$ cat src/hdl/cst_pkg.sv
`default_nettype none

package cst_pkg;

  localparam int unsigned CmdW     = 3;
  localparam int unsigned IndW     = 2;
  localparam int unsigned SampleW  = 16;
  localparam int unsigned MagW     = 15;
  localparam int unsigned StateW   = 3;
  localparam int unsigned MsW      = 16;
  localparam int unsigned SecW     = 20;
  localparam int unsigned LevelW   = 8;
  localparam int unsigned HoldW    = 16;
  localparam int unsigned InDataW  = 24;
  localparam int unsigned OutDataW = 32;

  // command codes
  localparam logic [CmdW-1:0] CmdCall       = 3'd0;
  localparam logic [CmdW-1:0] CmdSetup      = 3'd1;
  localparam logic [CmdW-1:0] CmdDisconnect = 3'd2;
  localparam logic [CmdW-1:0] CmdTick       = 3'd3;
  localparam logic [CmdW-1:0] CmdSample     = 3'd4;

  // call states
  localparam logic [StateW-1:0] StIdle     = 3'd0;
  localparam logic [StateW-1:0] StIncoming = 3'd1;
  localparam logic [StateW-1:0] StOutgoing = 3'd2;
  localparam logic [StateW-1:0] StActive   = 3'd3;
  localparam logic [StateW-1:0] StEnded    = 3'd4;

  localparam logic [HoldW-1:0] HoldReset   = 16'd2500;
  localparam logic [MsW:0]     MsPerSecond = 17'd1000;
  localparam logic [SecW-1:0]  SecondsMax  = 20'hFFFFF;
  localparam int unsigned      PeakShift   = 7;
  localparam int unsigned      DecayShift  = 3;

  typedef struct packed {
    logic [CmdW-1:0]           cmd;
    logic [IndW-1:0]           indicator_value;
    logic signed [SampleW-1:0] mic_sample;
    logic                      frame_end;
  } item_t;

  typedef struct packed {
    logic [StateW-1:0] call_state;
    logic [SecW-1:0]   call_seconds;
    logic [LevelW-1:0] mic_level;
  } result_t;

endpackage

`default_nettype wire

$ cat src/hdl/cst_in_stage.sv
`default_nettype none

module cst_in_stage (
  input  wire logic          clk_i,
  input  wire logic          rst_ni,
  input  wire logic          valid_i,
  output logic               ready_o,
  input  wire cst_pkg::item_t item_i,
  input  wire logic          advance_i,
  output logic               valid_o,
  output cst_pkg::item_t     item_o
);

  logic           valid_q;
  cst_pkg::item_t item_q;

  assign ready_o = !valid_q || advance_i;
  assign valid_o = valid_q;
  assign item_o  = item_q;

  always_ff @(posedge clk_i or negedge rst_ni) begin
    if (!rst_ni) begin
      valid_q <= 1'b0;
    end else if (ready_o) begin
      valid_q <= valid_i;
    end
  end

  always_ff @(posedge clk_i) begin
    if (ready_o && valid_i) begin
      item_q <= item_i;
    end
  end

endmodule

`default_nettype wire

$ cat src/hdl/cst_core.sv
`default_nettype none

module cst_core (
  input  wire logic                       clk_i,
  input  wire logic                       rst_ni,
  input  wire logic                       fire_i,
  input  wire cst_pkg::item_t             item_i,
  input  wire logic                       cfg_we_i,
  input  wire logic [cst_pkg::HoldW-1:0]  cfg_wdata_i,
  output cst_pkg::result_t                result_o
);

  logic [cst_pkg::HoldW-1:0]  hold_q;
  logic [cst_pkg::IndW-1:0]   call_ind_q, call_ind_d;
  logic [cst_pkg::IndW-1:0]   setup_ind_q, setup_ind_d;
  logic [cst_pkg::StateW-1:0] state_q, state_d;
  logic [cst_pkg::MsW-1:0]    elapsed_q, elapsed_d;
  logic [cst_pkg::SecW-1:0]   seconds_q, seconds_d;
  logic [cst_pkg::MagW-1:0]   peak_q, peak_d;
  logic [cst_pkg::LevelW-1:0] meter_q, meter_d;

  logic [cst_pkg::StateW-1:0]  derived;
  logic [cst_pkg::MsW:0]       elapsed_inc;
  logic [cst_pkg::SampleW:0]   neg_mag;
  logic [cst_pkg::MagW-1:0]    mag;
  logic [cst_pkg::MagW-1:0]    peak_max;
  logic [cst_pkg::LevelW-1:0]  frame_lvl;
  logic                        rederive;

  always_comb begin
    call_ind_d  = call_ind_q;
    setup_ind_d = setup_ind_q;
    state_d     = state_q;
    elapsed_d   = elapsed_q;
    seconds_d   = seconds_q;
    peak_d      = peak_q;
    meter_d     = meter_q;
    rederive    = 1'b0;
    derived     = state_q;

    elapsed_inc = {1'b0, elapsed_q} + 17'd1;
    neg_mag     = 17'h10000 - {1'b0, item_i.mic_sample};
    if (item_i.mic_sample[cst_pkg::SampleW-1]) begin
      // the most negative sample clips to full scale
      mag = (neg_mag > 17'h07FFF) ? 15'h7FFF : neg_mag[cst_pkg::MagW-1:0];
    end else begin
      mag = item_i.mic_sample[cst_pkg::MagW-1:0];
    end
    peak_max  = (mag > peak_q) ? mag : peak_q;
    frame_lvl = peak_max[cst_pkg::MagW-1:cst_pkg::PeakShift];

    if (fire_i) begin
      case (item_i.cmd)
        cst_pkg::CmdCall: begin
          call_ind_d = item_i.indicator_value;
          rederive   = 1'b1;
        end
        cst_pkg::CmdSetup: begin
          setup_ind_d = item_i.indicator_value;
          rederive    = 1'b1;
        end
        cst_pkg::CmdDisconnect: begin
          call_ind_d  = '0;
          setup_ind_d = '0;
          rederive    = 1'b1;
        end
        cst_pkg::CmdTick: begin
          if (state_q == cst_pkg::StActive) begin
            if (elapsed_inc >= cst_pkg::MsPerSecond) begin
              elapsed_d = '0;
              if (seconds_q < cst_pkg::SecondsMax) begin
                seconds_d = seconds_q + 20'd1;
              end
            end else begin
              elapsed_d = elapsed_inc[cst_pkg::MsW-1:0];
            end
          end else if (state_q == cst_pkg::StEnded) begin
            if (elapsed_q >= hold_q) begin
              state_d   = cst_pkg::StIdle;
              elapsed_d = '0;
              seconds_d = '0;
            end else begin
              elapsed_d = elapsed_inc[cst_pkg::MsW-1:0];
            end
          end
        end
        cst_pkg::CmdSample: begin
          peak_d = peak_max;
          if (item_i.frame_end) begin
            if (frame_lvl > meter_q) begin
              meter_d = frame_lvl;
            end else begin
              meter_d = meter_q - (meter_q >> cst_pkg::DecayShift);
            end
            peak_d = '0;
          end
        end
        default: begin
        end
      endcase
    end

    if (rederive) begin
      if (call_ind_d != '0) begin
        derived = cst_pkg::StActive;
      end else if (setup_ind_d == 2'd1) begin
        derived = cst_pkg::StIncoming;
      end else if (setup_ind_d != 2'd0) begin
        derived = cst_pkg::StOutgoing;
      end else if (state_q == cst_pkg::StActive || state_q == cst_pkg::StOutgoing ||
                   state_q == cst_pkg::StIncoming) begin
        derived = cst_pkg::StEnded;
      end else begin
        derived = cst_pkg::StIdle;
      end
      if (derived != state_q) begin
        state_d = derived;
        if (derived == cst_pkg::StActive || derived == cst_pkg::StIdle) begin
          seconds_d = '0;
          elapsed_d = '0;
        end
        if (derived == cst_pkg::StEnded) begin
          elapsed_d = '0;
        end
      end
    end
  end

  assign result_o.call_state   = state_d;
  assign result_o.call_seconds = (state_d == cst_pkg::StIdle) ? '0 : seconds_d;
  assign result_o.mic_level    = (state_d == cst_pkg::StActive) ? meter_d : '0;

  always_ff @(posedge clk_i or negedge rst_ni) begin
    if (!rst_ni) begin
      hold_q      <= cst_pkg::HoldReset;
      call_ind_q  <= '0;
      setup_ind_q <= '0;
      state_q     <= cst_pkg::StIdle;
      elapsed_q   <= '0;
      seconds_q   <= '0;
      peak_q      <= '0;
      meter_q     <= '0;
    end else begin
      if (cfg_we_i) begin
        hold_q <= cfg_wdata_i;
      end
      call_ind_q  <= call_ind_d;
      setup_ind_q <= setup_ind_d;
      state_q     <= state_d;
      elapsed_q   <= elapsed_d;
      seconds_q   <= seconds_d;
      peak_q      <= peak_d;
      meter_q     <= meter_d;
    end
  end

endmodule

`default_nettype wire

$ cat src/hdl/cst_out_stage.sv
`default_nettype none

module cst_out_stage (
  input  wire logic             clk_i,
  input  wire logic             rst_ni,
  input  wire logic             load_i,
  input  wire cst_pkg::result_t result_i,
  output logic                  space_o,
  output logic                  valid_o,
  input  wire logic             ready_i,
  output cst_pkg::result_t      result_o
);

  logic             valid_q;
  cst_pkg::result_t result_q;

  assign space_o  = !valid_q || ready_i;
  assign valid_o  = valid_q;
  assign result_o = result_q;

  always_ff @(posedge clk_i or negedge rst_ni) begin
    if (!rst_ni) begin
      valid_q <= 1'b0;
    end else if (space_o) begin
      valid_q <= load_i;
    end
  end

  always_ff @(posedge clk_i) begin
    if (space_o && load_i) begin
      result_q <= result_i;
    end
  end

endmodule

`default_nettype wire

$ cat src/hdl/call_state_tracker_unit.sv
`default_nettype none

// Hands-free call state tracker. Each transaction on the slave stream is one
// event (tuser = command: call indicator, setup indicator, disconnect,
// millisecond tick, mic sample) and yields exactly one result on the master
// stream: call state, whole seconds of the active call and the mic peak
// level. One transaction is accepted every cycle unless the input side is
// stalled; a result passes from the input register through one pass of
// state-update logic into the result register. Backpressure on the master
// side stalls the input side only once both registers are full. The user
// must set the hold time of the ended state through cfg_we_i/cfg_wdata_i
// only while the stream is quiet; the block itself does not enforce it.
module call_state_tracker_unit (
  input  wire logic        clk_i,
  input  wire logic        rst_ni,
  input  wire logic        cfg_we_i,
  input  wire logic [15:0] cfg_wdata_i,
  input  wire logic        s_axis_tvalid,
  output logic             s_axis_tready,
  input  wire logic [23:0] s_axis_tdata,  // [1:0] indicator_value, [17:2] mic_sample
  input  wire logic [2:0]  s_axis_tuser,  // [2:0] cmd
  input  wire logic        s_axis_tlast,  // frame_end
  output logic             m_axis_tvalid,
  input  wire logic        m_axis_tready,
  output logic [31:0]      m_axis_tdata   // [2:0] call_state, [22:3] call_seconds,
                                          // [30:23] mic_level
);

  cst_pkg::item_t   in_item;
  cst_pkg::item_t   stage_item;
  cst_pkg::result_t core_result;
  cst_pkg::result_t out_result;
  logic             stage_valid;
  logic             out_space;
  logic             advance;

  assign in_item.cmd             = s_axis_tuser;
  assign in_item.indicator_value = s_axis_tdata[1:0];
  assign in_item.mic_sample      = s_axis_tdata[17:2];
  assign in_item.frame_end       = s_axis_tlast;

  assign advance = stage_valid && out_space;

  cst_in_stage u_in (
    .clk_i     (clk_i),
    .rst_ni    (rst_ni),
    .valid_i   (s_axis_tvalid),
    .ready_o   (s_axis_tready),
    .item_i    (in_item),
    .advance_i (advance),
    .valid_o   (stage_valid),
    .item_o    (stage_item)
  );

  cst_core u_core (
    .clk_i       (clk_i),
    .rst_ni      (rst_ni),
    .fire_i      (advance),
    .item_i      (stage_item),
    .cfg_we_i    (cfg_we_i),
    .cfg_wdata_i (cfg_wdata_i),
    .result_o    (core_result)
  );

  cst_out_stage u_out (
    .clk_i    (clk_i),
    .rst_ni   (rst_ni),
    .load_i   (stage_valid),
    .result_i (core_result),
    .space_o  (out_space),
    .valid_o  (m_axis_tvalid),
    .ready_i  (m_axis_tready),
    .result_o (out_result)
  );

  assign m_axis_tdata = {1'b0, out_result.mic_level, out_result.call_seconds,
                         out_result.call_state};

`ifndef ASSERT_OFF
  // a registered item always moves on when the result register has room
  a_no_drop: assert property (@(posedge clk_i) disable iff (!rst_ni)
    (stage_valid && out_space) |=> m_axis_tvalid)
    else $error("item in input register not transferred to result register");

  a_idle_zero: assert property (@(posedge clk_i) disable iff (!rst_ni)
    (m_axis_tvalid && m_axis_tdata[2:0] == cst_pkg::StIdle) |-> m_axis_tdata[22:3] == '0)
    else $error("seconds reported while idle");

  a_level_active: assert property (@(posedge clk_i) disable iff (!rst_ni)
    (m_axis_tvalid && m_axis_tdata[30:23] != '0) |-> m_axis_tdata[2:0] == cst_pkg::StActive)
    else $error("mic level reported outside active call");
`endif

endmodule

`default_nettype wire
$ cat config.mk
export PLATFORM = sky130hd
export DESIGN_NAME = call_state_tracker_unit
export DESIGN_NICKNAME = d
export VERILOG_FILES = /design/src/hdl/cst_pkg.sv /design/src/hdl/cst_in_stage.sv /design/src/hdl/cst_core.sv /design/src/hdl/cst_out_stage.sv /design/src/hdl/call_state_tracker_unit.sv
export SDC_FILE = /design/constraint.sdc
export NUM_CORES = 1
export LEC_CHECK = 0
export CORE_UTILIZATION = 35
export CTS_CLUSTER_SIZE = 12
export DETAILED_ROUTE_END_ITERATION = 8
export DONT_BUFFER_PORTS = 1
export HOLD_SLACK_MARGIN = 0.06
export SLEW_MARGIN = 30
export SYNTH_ARGS = -nofsm -noshare
export SYNTH_HDL_FRONTEND = slang
export SYNTH_SLANG_ARGS = --single-unit
$ cat constraint.sdc
create_clock -name clk_i -period 13.7 [get_ports clk_i]
set_input_delay 1.37 -clock clk_i [delete_from_list [all_inputs] [get_ports clk_i]]
set_output_delay 1.37 -clock clk_i [all_outputs]
set_load 0.1 [all_outputs]
==> flow_metrics.env <==
export IMPL_drtIter0Drc=579
export IMPL_critPathCaptureType="flip-flop"
export IMPL_syn_area_um2=8560
export IMPL_cts_tree="built"
export IMPL_cp_top_family="simple AND/OR/NAND/NOR gates"
export IMPL_drive_above_1_share_pct=9.50
export IMPL_syn_avg_cell_area_um2=9.25
export IMPL_max_clock_path_buffers=2
export IMPL_pwr_share_clk_pct=28.1
export IMPL_path_depth=27
export IMPL_rsz0062_at_grt="no"
export IMPL_areaGrowthSynthToFinish_pct=10.8
export IMPL_drv_cap=0
export IMPL_power_frac_comb_pct=29.7
export IMPL_syn_inst=925
export IMPL_ys_types=96
export IMPL_grt_pass1_wl_um=33800
export IMPL_cts_root_buf="clkbuf_16"
export IMPL_core_um2=23800
export IMPL_cp_max_fo=22
export IMPL_io_pins=83
export IMPL_ys_async_sr_fraction_pct=61.3
export IMPL_min_from="u_core.peak_q[0]"
export IMPL_clk_pin_slew_ns=0.07
export IMPL_total_leakage_power_uw=0.00388
export IMPL_design_area_um2=9480
export IMPL_hold_path_class="reg2reg"
export IMPL_dp_hpwl_um=14700
export IMPL_r2r_start="u_in.item_o[1]"
export IMPL_cts_resized=0
export IMPL_setup_tns_ns=0
export IMPL_cp_start_kind="flip-flop"
export IMPL_start_util_pct=36.0
export IMPL_yosys_warnings=0
export IMPL_postCtsSetupBuffers=0
export IMPL_fp_dieH_um=158
export IMPL_power_switching_uw=706
export IMPL_slew_limit_headroom_pct=33.3
export IMPL_numPlacedInstances=1212
export IMPL_finalCritPeriodShare_pct=45.2
export IMPL_ys_seq_area_share_pct=43.2
export IMPL_nets=1012
export IMPL_final_cell_mix="nand2_1 (103), nor2_1 (79), dfrtp_1 (79), inv_1 (64)"
export IMPL_drtAntennaViolNets=0
export IMPL_reg2reg_slack_ns=7.51
export IMPL_fmax_mhz=162
export IMPL_slew_viol_final=0
export IMPL_synth_edff_count=53
export IMPL_min_to="u_core.peak_q[0]"
export IMPL_final_common_cell="nand2_1"
export IMPL_seqPwrFrac_pct=42.3
export IMPL_r2r_end="u_out.result_o[0]"
export IMPL_irDropWorstVdd_mv=0.0822
export IMPL_hold_depth=2
export IMPL_power_internal_uw=995
export IMPL_cpMostUsedCell="ha_1"
export IMPL_reg2regPathDepth=27
export IMPL_die_w_um=158
export IMPL_finalHoldViolCount=0
export IMPL_cts_buffers=17
export IMPL_power_density_nw_per_um2=179
export IMPL_swShare_pct=41.5
export IMPL_antenna_found_initial=2
export IMPL_grt_pass1_vias=6557
export IMPL_avgRoutedWirePerCell_um=16.8
export IMPL_finalClockSkew_ns=0.0123
export IMPL_ys_seq_elements=137
export IMPL_synth_ff_type="dfrtp_1"
export IMPL_clock_latency_ns=0.43
export IMPL_htreeDepth=4
export IMPL_setup_violations=0
export IMPL_dieArea_um2=25100
export IMPL_rows=56
export IMPL_dr_pass1_iters=5
export IMPL_numPortBuffers=0
export IMPL_drt_total_wl_um=20900
export IMPL_path_buf_inv=3
export IMPL_finalNonFillerCells=1246
export IMPL_grt_max_degree=85
export IMPL_finalCriticalPeriod_ns=6.19
export IMPL_vias=6804
export IMPL_cts_sinks=137
export IMPL_crit_arrival_ns=6.38
export IMPL_hold_buffers=0
export IMPL_vias_per_cell=5.46
export IMPL_grt_ovfl_total=0
export IMPL_gp_congestion=0.821
export IMPL_worstPathRequired_ns=13.89
export IMPL_cp_slowest_stage_delay_ns=0.59
export IMPL_worst_pin_slew_ns=1.00
export IMPL_status="complete, no violations"
export IMPL_slowest_stage="or4b_2"
export IMPL_post_dp_cell_area_um2=8850
export IMPL_synth_fp_nets=1024
export IMPL_worst_setup_path_type="reg2reg"
export IMPL_drc=0
export IMPL_track_usage_pct=17.3
==> per-layer routing <==
metal	part of all wire, %	GRT usage [%]	up-vias
li1	-	-	3362
met1	50	24.4	3227
met2	42	25.4	195
met3	6.5	4.27	20
met4	1.4	6.64	0
met5	0	0	-
==> flip-flops by register name, summed over array words and instances, names as in the netlist <==
| name | cells |
|---|---|
| u_core.meter_q | 8 |
| u_out.valid_o | 1 |
| u_core.call_ind_q | 2 |
| u_core.elapsed_q | 16 |
| u_core.peak_q | 15 |
| u_core.seconds_q | 20 |
| u_out.result_o | 31 |
| u_core.state_q | 3 |
| u_core.hold_q | 16 |
| u_in.valid_o | 1 |
| u_in.item_o | 22 |
| u_core.setup_ind_q | 2 |
==> tightest hold or removal path: stages (launching register included) <==
cell	delay, ns
dfrtp_1	0.35
nand2_1	0.05
o21ai_0	0.06
==> final cells by class <==
cell class,count,area (µm²)
Multi-Input combinational cell,683,4450
Clock buffer,17,425
Fill cell,2350,14300
Antenna cell,1,2.50
Clock inverter,15,176
Inverter,65,244
Sequential cell,137,3700
Tap cell,319,399
Timing Repair Buffer,9,87.6
==> kinds of logic after synthesis <==
logic type | Yosys count | synth area share [%]
xor+xnor | 12 | 1.23
compound gates | 236 | 18.6
fa+ha+maj | 50 | 7.40
other cells | 1 | 0.0438
mux | 22 | 2.71
simple gates | 362 | 21.8
flops | 137 | 43.2
buf+inv | 105 | 4.88
==> stage by stage <==
stage | setup slack [ns] | power [µW] | hold slack (ns) | utilization (%)
final | 7.51 | 1700 | 0.500 | 39.9
after global routing | 7.02 | 1810 | 0.529 | 39.9
after CTS | 7.53 | 1710 | 0.502 | 39.8
after detailed placement | 7.56 | 1220 | 0.488 | 37.3
after global placement | 7.56 | 1210 | 0.477 | 37.3
after floorplan | 7.95 | 1100 | 0.456 | -
==> Yosys cell counts (all sizes together), types with 7 or more instances <==
| library cell | instances | area share, % |
|---|---|---|
| a211oi | 10 | 0.88 |
| a21o | 13 | 1.1 |
| a21oi | 54 | 3.3 |
| a22o | 9 | 0.92 |
| a31oi | 14 | 1.1 |
| and2 | 12 | 0.88 |
| and3 | 13 | 0.95 |
| buf | 11 | 0.76 |
| clkbuf | 29 | 1.3 |
| dfrtp | 79 | 23 |
| edfxtp | 53 | 19 |
| ha | 49 | 7.2 |
| inv | 65 | 2.9 |
| mux2 | 9 | 1.2 |
| mux2i | 13 | 1.5 |
| nand2 | 103 | 4.5 |
| nand2b | 7 | 0.51 |
| nand3 | 31 | 1.9 |
| nand4 | 12 | 1.1 |
| nor2 | 82 | 3.7 |
| nor2b | 15 | 1.1 |
| nor3 | 28 | 2.0 |
| nor4 | 19 | 1.6 |
| o21ai | 55 | 3.3 |
| o22ai | 8 | 0.58 |
| o31ai | 12 | 1.1 |
| or3 | 9 | 0.79 |
| xnor2 | 7 | 0.72 |
==> worst max path at each step <==
stage | endpoint | from
floorplan | u_out.result_o[6] | u_in.item_o[12]
global placement | u_out.result_o[0] | u_in.item_o[1]
detailed placement | u_out.result_o[0] | u_in.item_o[1]
CTS | u_out.result_o[0] | u_in.item_o[1]
global route | u_out.result_o[1] | u_in.item_o[1]
finish | u_out.result_o[0] | u_in.item_o[1]
==> power groups by stage <==
stage          logic, µW  registers [µW]  clock network, µW
2_1_floorplan        407             692                  0
3_3_place_gp         489             724                  0
3_5_place_dp         500             724                  0
4_1_cts              503             718                487
5_1_grt              573             733                502
6_report             505             719                477
Note: power is estimated with default switching activity, not from simulation.
